### src/hdl/skn_pkg.sv
// Shared types and constants for the sorted key node table.
`default_nettype none
package skn_pkg;

    localparam int KEY_SLOTS  = 31;
    localparam int CHILD_BITS = 64;
    localparam int KEY_W      = 64;
    localparam int CNT_W      = $clog2(KEY_SLOTS + 1);

    typedef logic [KEY_W-1:0]      key_t;
    typedef logic [CHILD_BITS-1:0] child_t;
    typedef logic [CNT_W-1:0]      cnt_t;

    typedef enum logic [2:0] {
        OP_LOOKUP = 3'd0,
        OP_INSERT = 3'd1,
        OP_UPDATE = 3'd2,
        OP_REMOVE = 3'd3,
        OP_RELINK = 3'd4,
        OP_CLEAR  = 3'd5
    } op_t;

    typedef enum logic [2:0] {
        ST_OK          = 3'd0,
        ST_NOT_FOUND   = 3'd1,
        ST_EXISTS      = 3'd2,
        ST_FULL        = 3'd3,
        ST_UNSUPPORTED = 3'd4,
        ST_INVALID     = 3'd5
    } status_t;

    localparam logic CFG_HEIGHT    = 1'b0;
    localparam logic CFG_EMPTY_KEY = 1'b1;

    // Apply-phase command broadcast to every cell.
    typedef struct packed {
        logic   ins;
        logic   rem;
        logic   upd;
        logic   rel;
        logic   clr;
        logic   leaf;
        key_t   key;
        child_t child;
        child_t alt;
    } cell_cmd_t;

    // Flags and data a cell hands to both of its neighbors.
    typedef struct packed {
        logic   valid;
        logic   lt;
        logic   le;
        logic   found;
        key_t   key;
        child_t child;
    } cell_link_t;

endpackage
`default_nettype wire

### src/hdl/skn_cell.sv
// One slot of the node: key, child, valid bit and registered compare flags.
`default_nettype none
module skn_cell (
    input  wire logic                   clk,
    input  wire logic                   rst_n,
    input  wire logic                   cmp_en,
    input  wire skn_pkg::key_t          cmp_key,
    input  wire skn_pkg::child_t        cmp_child,
    input  wire logic                   apply,
    input  wire skn_pkg::cell_cmd_t     cmd,
    input  wire skn_pkg::cell_link_t    left,
    input  wire skn_pkg::cell_link_t    right,
    output skn_pkg::cell_link_t         link,
    output logic                        eq,
    output logic                        ceq,
    output logic                        sel,
    output skn_pkg::child_t             sel_child
);

    skn_pkg::key_t   key_reg, key_next;
    skn_pkg::child_t child_reg, child_next;
    logic            valid_reg, valid_next;
    logic            lt_reg, eq_reg, ceq_reg;

    // Capture compares at accept; the table is stable until apply.
    always_ff @(posedge clk)
    begin
        if (cmp_en)
        begin
            lt_reg  <= valid_reg && (key_reg < cmp_key);
            eq_reg  <= valid_reg && (key_reg == cmp_key);
            ceq_reg <= valid_reg && (child_reg == cmp_child);
        end
    end

    always_comb
    begin
        key_next   = key_reg;
        child_next = child_reg;
        valid_next = valid_reg;
        if (apply)
        begin
            if (cmd.ins && !lt_reg)
            begin
                if (left.lt)
                begin
                    key_next   = cmd.key;
                    child_next = cmd.child;
                    valid_next = 1'b1;
                end
                else
                begin
                    key_next   = left.key;
                    child_next = left.child;
                    valid_next = left.valid;
                end
            end
            else if (cmd.rem && !lt_reg)
            begin
                key_next   = right.key;
                child_next = right.child;
                valid_next = right.valid;
            end
            else if (cmd.upd && eq_reg)
            begin
                child_next = cmd.child;
            end
            else if (cmd.rel && ceq_reg && !left.found)
            begin
                child_next = cmd.alt;
            end
            else if (cmd.clr)
            begin
                valid_next = 1'b0;
            end
        end
    end

    always_ff @(posedge clk or negedge rst_n)
    begin
        if (!rst_n)
        begin
            valid_reg <= 1'b0;
        end
        else
        begin
            valid_reg <= valid_next;
        end
    end

    always_ff @(posedge clk)
    begin
        key_reg   <= key_next;
        child_reg <= child_next;
    end

    assign link.valid = valid_reg;
    assign link.lt    = lt_reg;
    assign link.le    = lt_reg | eq_reg;
    assign link.found = left.found | ceq_reg;
    assign link.key   = key_reg;
    assign link.child = child_reg;

    assign eq  = eq_reg;
    assign ceq = ceq_reg;
    // Interior lookup picks the first slot whose key is above the search key.
    assign sel = cmd.leaf ? eq_reg : (valid_reg && !(lt_reg | eq_reg) && left.le);
    assign sel_child = sel ? child_reg : '0;

endmodule
`default_nettype wire

### config.mk
export PLATFORM = sky130hd
export DESIGN_NAME = skn_cell
export DESIGN_NICKNAME = d
export VERILOG_FILES = /design/src/hdl/skn_pkg.sv /design/src/hdl/skn_cell.sv
export SDC_FILE = /design/constraint.sdc
export NUM_CORES = 1
export LEC_CHECK = 0
export BUFFER_PORTS_ARGS = -buffer_cell sky130_fd_sc_hd__buf_2
export CORE_AREA = 5 5 305 307
export CTS_BUF_LIST = sky130_fd_sc_hd__clkbuf_2 sky130_fd_sc_hd__clkbuf_4 sky130_fd_sc_hd__clkbuf_8
export DETAILED_ROUTE_END_ITERATION = 10
export DIE_AREA = 0 0 310 312
export PLACE_DENSITY = 0.3
export SYNTH_ARGS = -nofsm -noshare
export SYNTH_HDL_FRONTEND = slang
export SYNTH_SLANG_ARGS = --single-unit
export TNS_END_PERCENT = 50
### constraint.sdc
create_clock -name clk -period 5.81 [get_ports clk]
set_input_delay 0.2905 -clock clk [delete_from_list [all_inputs] [get_ports clk]]
set_output_delay 0.2905 -clock clk [all_outputs]
set_load 0.05 [all_outputs]
# ---- Word-level counts from Yosys, hierarchy flattened
# Index checks and enable logic that the tools add are counted.
dict set report totals {
  input_bits 594
  ff_bits 132
  output_inout_bits 199
  elab_cells 48
}
dict set report op_classes {
  mux 16
  order_cmp 1
  eq_ne 4
  bitwise 2
  reduce_logical 19
}
# cell count
set op_table {}
lappend op_table {{$mux 64} 9}
lappend op_table {{$eq 64x64->1} 2}
lappend op_table {{$lt 64x64->1} 1}
lappend op_table {{$logic_and 1x1->1} 10}
lappend op_table {{$mux 1} 7}
lappend op_table {{$ne 3x3->1 const B} 2}
lappend op_table {{$reduce_and 2->1} 2}
lappend op_table {{$reduce_and 4->1} 1}
lappend op_table {{$reduce_bool 4->1} 1}
lappend op_table {{$logic_not 1->1} 3}
lappend op_table {{$reduce_bool 3->1} 1}
lappend op_table {{$or 1x1->1} 2}
lappend op_table {{$reduce_bool 2->1} 1}

# ---- Longest topological paths before layout
# Gate-level depths: netlist of run 1.
dict set report depth {
  word_depth 6
  depth_mapped 8
  mapped_depth_nobuf 8
}

# ---- Worst setup path after synthesis of run 1
# Ideal clock, no wire load.
dict set report synth_timing {
  path_type {reg-to-reg}
  startpoint {register ceq_reg (netlist: ceq)}
  endpoint {register child_reg[0] (enable)}
  synth_period_minus_slack_ns 6.112
  t_required_ns 5.225
  path_buffers 0
  slack_ns -0.302
  arrival_time_ns 5.527
  stages_incl_launch_ff 3
  setup_ns 0.585
  path_cell_list {edfxtp_1 a32oi_1 a21boi_0}
}
dict set report synth_between {
  elab_chain_cells 4
}
# element line_no
set synth_lines {}
lappend synth_lines {{start: declaration} skn_cell.sv:23} ;# logic lt_reg, eq_reg, ceq_reg;
lappend synth_lines {{start signal: assignment} skn_cell.sv:32} ;# ceq_reg <= valid_reg && (child_reg == cmp_child);
lappend synth_lines {{$logic_and 1x1->1 (2 in a row)} skn_cell.sv:68} ;# else if (cmd.rel && ceq_reg && !left.found)
lappend synth_lines {{$reduce_bool 4->1 (no source line)} -}
lappend synth_lines {{$reduce_and 2->1 (no source line)} -}
lappend synth_lines {{end signal: assignment} skn_cell.sv:94} ;# child_reg <= child_next;
lappend synth_lines {{end: declaration} skn_cell.sv:21} ;# skn_pkg::child_t child_reg, child_next;
# Every way passes these cells.
# A chain may end at the register's enable or synchronous reset.

# ---- Final worst setup path of run 1
dict set report layout_timing {
  startpoint {register lt_reg}
  endpoint {output port sel_child[12]}
}
dict set report layout_between {
  elab_chain_cells 6
}
# element line_no
set layout_lines {}
lappend layout_lines {{start: declaration} skn_cell.sv:23}
lappend layout_lines {{start signal: assignment} skn_cell.sv:30} ;# lt_reg <= valid_reg && (key_reg < cmp_key);
lappend layout_lines {{$or 1x1->1} skn_cell.sv:107} ;# assign sel = cmd.leaf ? eq_reg : (valid_reg && !(lt_reg | eq_reg) && left.le);
lappend layout_lines {{$logic_not 1->1} skn_cell.sv:107}
lappend layout_lines {{$logic_and 1x1->1 (2 in a row)} skn_cell.sv:107}
lappend layout_lines {{$mux 1} skn_cell.sv:107}
lappend layout_lines {{$mux 64} skn_cell.sv:108} ;# assign sel_child = sel ? child_reg : '0;
lappend layout_lines {{end: declaration} skn_cell.sv:17} ;# output skn_pkg::child_t sel_child
# Every way passes these cells.

==> results of run 1 <==
## what timing repair did
action                                 CTS  global route
hold buffers                           110             0
endpoints found under the hold margin  108             0
resized for setup                        0             0
## worst max-delay path, cell delays in order, from the launching register on
cell      delay [ns]
edfxtp_1        0.55
or2_1           0.30
nor3_1          0.33
a21oi_4         0.07
buf_4           0.28
buf_4           0.33
nor2b_1         0.18
buf_2           0.29
## per-layer routing
metal | vias up | global-route usage, % | part of all wire (%)
li1 | 5642 | - | -
met1 | 5447 | 14.8 | 38
met2 | 537 | 24.5 | 51
met3 | 89 | 4.87 | 8.4
met4 | 16 | 4.18 | 2.9
met5 | - | 0 | 0.13
## where the power goes
part	internal [mW]	switching [mW]	total, mW
clock	0.433	0.467	0.899
sequential	1.18	0.0977	1.27
combinational	0.502	0.962	1.46
total	2.11	1.53	3.64
## kinds of logic after synthesis
group | count (synthesis) | share of synthesized area (%)
muxes | 192 | 18.5
AOI/OAI and AO/OA | 196 | 12.7
DFF | 132 | 38.1
buffers and inverters | 149 | 5.64
xor gates and xnor gates | 50 | 4.22
and+or+nand+nor | 276 | 13.2
adders and majority gates | 64 | 7.71
## layout make-up
type,count,area share (%)
Tap cell,1176,8.51
Clock buffer,22,1.72
Antenna cell,8,0.116
Multi-Input combinational cell,778,34.2
Timing Repair Buffer,912,30.0
Inverter,84,1.82
Clock inverter,10,0.695
Sequential cell,132,22.9
## metrics by stage
step	instance area, µm²	cells
after floorplan	10400	1059
after global routing	17300	3117
after CTS	17300	3114
after detailed placement	15800	2972
final	17300	3122
after global placement	15800	2972
## how the worst max path moves through the flow
stage | start | to | slack, ns | depth (start not counted)
2_1_floorplan | ceq | child_reg[0] | 1.38 | 2
3_3_place_gp | child_reg[51] | ceq | 2.31 | 6
3_5_place_dp | child_reg[51] | ceq | 2.28 | 6
4_1_cts | child_reg[51] | ceq | 2.27 | 6
5_1_grt | child_reg[51] | ceq | 2.34 | 6
6_report | lt_reg | sel_child[12] | 2.59 | 7
## placed cells by master, fill, tap and decap left out, drive strengths merged, types with 2 or more instances in the layout
cell         count
or2              2
a22oi            2
inv             86
ha              64
a21oi           30
nand3            9
buf            801
diode            8
nor2            14
nand2          145
dlygate4sd3    110
o221ai          64
edfxtp         131
a2111oi          2
bufinv           2
nand4b           2
nor3b            2
mux2i          192
nand4           21
clkbuf          23
xnor2           13
o21ai           70
a21o             8
o22ai            4
xor2            37
clkinvlp         5
nor2b           59
nor3             3
o2bb2ai          5
nor4            16
a221oi           4
==> metrics, run 1 <==
status=completed; core box area=89700 µm²; synth cell count leaders=mux2i_1 (192), nand2_1 (145), edfxtp_1 (131); Placement Setup Slack=2.28 ns; # rows=110; R2R Path End=ceq; Critical R2R Launch=child_reg[51]; Mapped Area=10400 µm²; RSZ-0062 raised after global routing=no; sequential element share of the synthesized area=38.1%; Tmin final=3.22 ns; Worst Path Max Fanout=43; fmax=0.310 GHz; Most used DFF post-synth=edfxtp_1; Worst EP required=5.52 ns; Hold Path Sink=child_reg[27]; fin nets=2583; flop-to-flop setup slack=2.69 ns; htree depth=4; hold path start=right[27]; CP endpoint kind=primary output; Routability Congestion=0.810; Hold Path Class=input pin to flip-flop; largest net degree at the start of global routing=121; Min Hold Slack=0.0888 ns; Leak=8.46 nW; PD cells=210 nW/µm²; vias in the first global route=12900; Post-Route WL=69200 µm; share of post-route cells with drive strength above 1=43.9%; die width=310 µm; Synth area leaders=edfxtp_1 (38%), mux2i_1 (19%), ha_1 (7.7%); max_cap viols=0; Synth Area per Inst=9.81 µm²; Syn Inst Count=1059; router iterations before antenna repair=5; post-DP HPWL=58700 µm; top cell type's share of synthesized area=37.9%; drt drc=0; CTS tree=done; Slew Viols, Final=0; P&R area growth vs syn=66.5%; synth unique cells=45; first-pass GRT wire length=93000 µm; Worst-path clk slew=0.09 ns; Fin Clk Skew=0.0165 ns; total power=3.64 mW; global route overflow=0; Setup TNS=0 ns; cell accounting for the most synthesized area=edfxtp_1; crit path DAT=2.93 ns; Fin. Hold Viols=0; Synth Warn #=0; Longest Clk Path Bufs=2; I/O pins=793; EDFF count, synth=131; crit start category=flip-flop; fillcell total=10100; WHS Path Cells=3; Least-Margin Pin Slew=1.17 ns; synthesized flop and latch total=132; Die Y=312 µm; slew margin rel.=21.8%; final setup vio count=0; sequential cell area=3960 µm²; Worst-Skew Late Latency=0.54 ns; final worst-path cycle share=55.5%; PnR worst setup slack=2.59 ns; clock root cell=clkbuf_8; full die area=96700 µm²; Sink Count=132; Multi-input gate area=5910 µm²; Num CTS Buffers=17; I/O Buffers=789; initial antenna violation count=28; worst r2r path cells=6; Total GRT Usage=13.5%; net count of the mapped netlist=1717; number of DRC markers in iteration 0=447; Setup Buffers After CTS=0; Setup CP Type=flip-flop to primary output; drt via density=3.76; most common cell in the netlist=mux2i_1; Final Util=19.3%; routed len/inst=22.2 µm; DRT antenna net count=0; Worst VDD drop=0.142 mV; ys async rst share=0.758%; Initial Util=11.6%; via count=11700
Power figures use the tool's default switching activity.
==> inputs of run 2 (changes only) <==
CORE_AREA = 5 5 308 310   (was 5 5 305 307)
DIE_AREA = 0 0 313 315   (was 0 0 310 312)
clock period = 3.1 ns   (was 5.81 ns; I/O delays follow)
==> metrics, run 2 (same netlist as run 1, synthesis figures left out) <==
Fin Clk Skew=0.0215 ns (+0.00494 ns); Critical Path Start=eq; final non-filler cell total=3287 (+5.3%); Worst VDD drop=0.271 mV (+91%); CTS tree=done; via count=12400 (+5.6%); Tmin final=2.89 ns; quantity of gates resized following cts=0 (unchanged); Die Y=315 µm (+0.96%); Final Util=20.6% (+1.3 points); Fin. Hold Viols=0 (unchanged); routed len/inst=21.3 µm (-3.9%); share of post-route cells with drive strength above 1=41.8% (-2.1 points); fin nets=2735 (+5.9%); status=completed; die width=313 µm (+0.97%); vias in the first global route=13600 (+5.8%); router iterations before antenna repair=4 (-1); Hold Path Class=input pin to flip-flop; final setup vio count=0 (unchanged); drt via density=3.77 (+0.34%); Min Hold Slack=0.0586 ns (-0.0303 ns); global route overflow=0 (unchanged); RSZ-0062 raised after global routing=no; CP endpoint kind=primary output; Sink Count=132 (unchanged); PnR worst setup slack=0.213 ns (-2.37 ns); Total GRT Usage=13.5% (-0.029 points); Post-Route WL=70000 µm (+1.2%); R2R Path End=ceq; crit path DAT=2.73 ns (-0.20 ns); Slew Viols, Final=0 (unchanged); sequential power share=33.6% (-1.4 points); drt drc=0 (unchanged); initial antenna violation count=25 (-11%); crit start category=flip-flop; fillcell total=10300 (+1.3%); placed insts=3006 (+1.1%); Leak=9.23 nW (+9.1%); Int Pwr=4.25 mW (+100%); PD cells=374 nW/µm² (+78%); Worst-path clk slew=0.09 ns (about the same); post-DP HPWL=59800 µm (+1.7%); worst r2r path cells=9 (+3); I/O Buffers=789 (unchanged); CP Capture Point=sel_child[63]; DRT antenna net count=0 (unchanged); P_sw=2.79 mW (+83%); # rows=111 (+0.91%); Net Sw Frac=39.6% (-2.4 points); Num CTS Buffers=17 (unchanged); Initial Util=11.4% (-0.21 points); Longest Clk Path Bufs=2 (unchanged); final worst-path cycle share=93.1%; number of DRC markers in iteration 0=454 (+1.6%); flop-to-flop setup slack=0.37 ns (-2.32 ns); largest net degree at the start of global routing=68 (-44%); Comb pwr share=42.1% (+1.8 points); Routability Congestion=0.860 (+6.3%); first-pass GRT wire length=96100 µm (+3.3%); full die area=98600 µm² (+1.9%); clock root cell=clkbuf_8; core box area=91400 µm² (+1.8%); hold path start=left[71]; I/O pins=793 (unchanged); max_cap viols=0 (unchanged); Setup TNS=0 ns (unchanged); Setup CP Type=flip-flop to primary output; fmax=0.346 GHz; Least-Margin Pin Slew=0.701 ns (-0.468 ns); htree depth=4 (unchanged); commonest non-fill, non-tap cell in the layout=buf_2; Clk pwr share=24.3% (-0.4 points); Worst-Skew Late Latency=0.55 ns (about the same); Worst Path Max Fanout=65 (+51%); Placement Setup Slack=0.187 ns (-2.09 ns); Critical R2R Launch=child_reg[51]; Worst EP required=2.94 ns (-2.58 ns); P&R area growth vs syn=81.2%; commonest non-fill, non-tap cells in the layout=buf_2 (788), dlygate4sd3_1 (238), mux2i_1 (192), nand2_1 (144), edfxtp_1 (131); slew margin rel.=52.8% (+31 points)
==> run 2: changes by cell type in the layout (fill, tap and decap cells not counted), sizes merged <==
cell	before	now
dlygate4sd3	110	238
buf	801	825
clkinv	1	5
clkinvlp	5	1
diode	8	11
inv	86	84
bufinv	2	3
clkbuf	23	24
==> run 2: area by class of cell <==
type,count,area (µm²),area share (%)
clock inverter,9,130,0.691
sequential,132,3960,21.0
multi-input combinational,778,5910,31.4
clock buffer,23,292,1.55
inverter,84,315,1.68
tap,1186,1480,7.89
antenna,11,27.5,0.146
timing repair buffer,1064,6710,35.6
==> run 2: worst min path at each step <==
stage	slack [ns]	cells after the start	end
floorplan	-0.14	0	valid_reg
global placement	-0.06	1	valid_reg
detailed placement	-0.06	1	valid_reg
CTS	0.004	3	key_reg[1]
global route	0.005	3	child_reg[11]
finish	0.06	3	key_reg[7]
==> run 2: power by group through the flow <==
stage	clock network (mW)	registers [mW]	logic, mW
after global placement	0	2.41	2.64
after global routing	1.89	2.39	3.19
after floorplan	0	2.83	0.997
final	1.71	2.37	2.96
after detailed placement	0	2.42	2.62
after CTS	1.84	2.38	3.03
==> run 2: worst max-delay path: stages, from the launching register on <==
cell and delay (ns):
edfxtp_1 0.54, or2_1 0.28, nor3_1 0.31, a21oi_4 0.07, buf_12 0.19, nor2b_1 0.30, buf_2 0.38
==> run 2: what timing repair did <==
| action | CTS | global route |
|---|---|---|
| endpoints found under the hold margin | 130 | 0 |
| setup buffers | 0 | 0 |
| hold buffers | 238 | 0 |
==> run 2: stage by stage <==
stage	cell area [µm²]	power, mW
2_1_floorplan	10400	3.83
3_3_place_gp	16000	5.05
3_5_place_dp	16000	5.04
4_1_cts	18800	7.24
5_1_grt	18800	7.47
6_report	18800	7.03
==> run 2: routing by layer <==
layer / part of all wire [%] / GRT usage (%) / vias up
met3: 7.4 / 4.64 / 61
met2: 52 / 25.1 / 508
met5: 0.12 / 0 / -
met1: 39 / 15.1 / 5863
li1: - / - / 5947
met4: 1.4 / 2.50 / 14
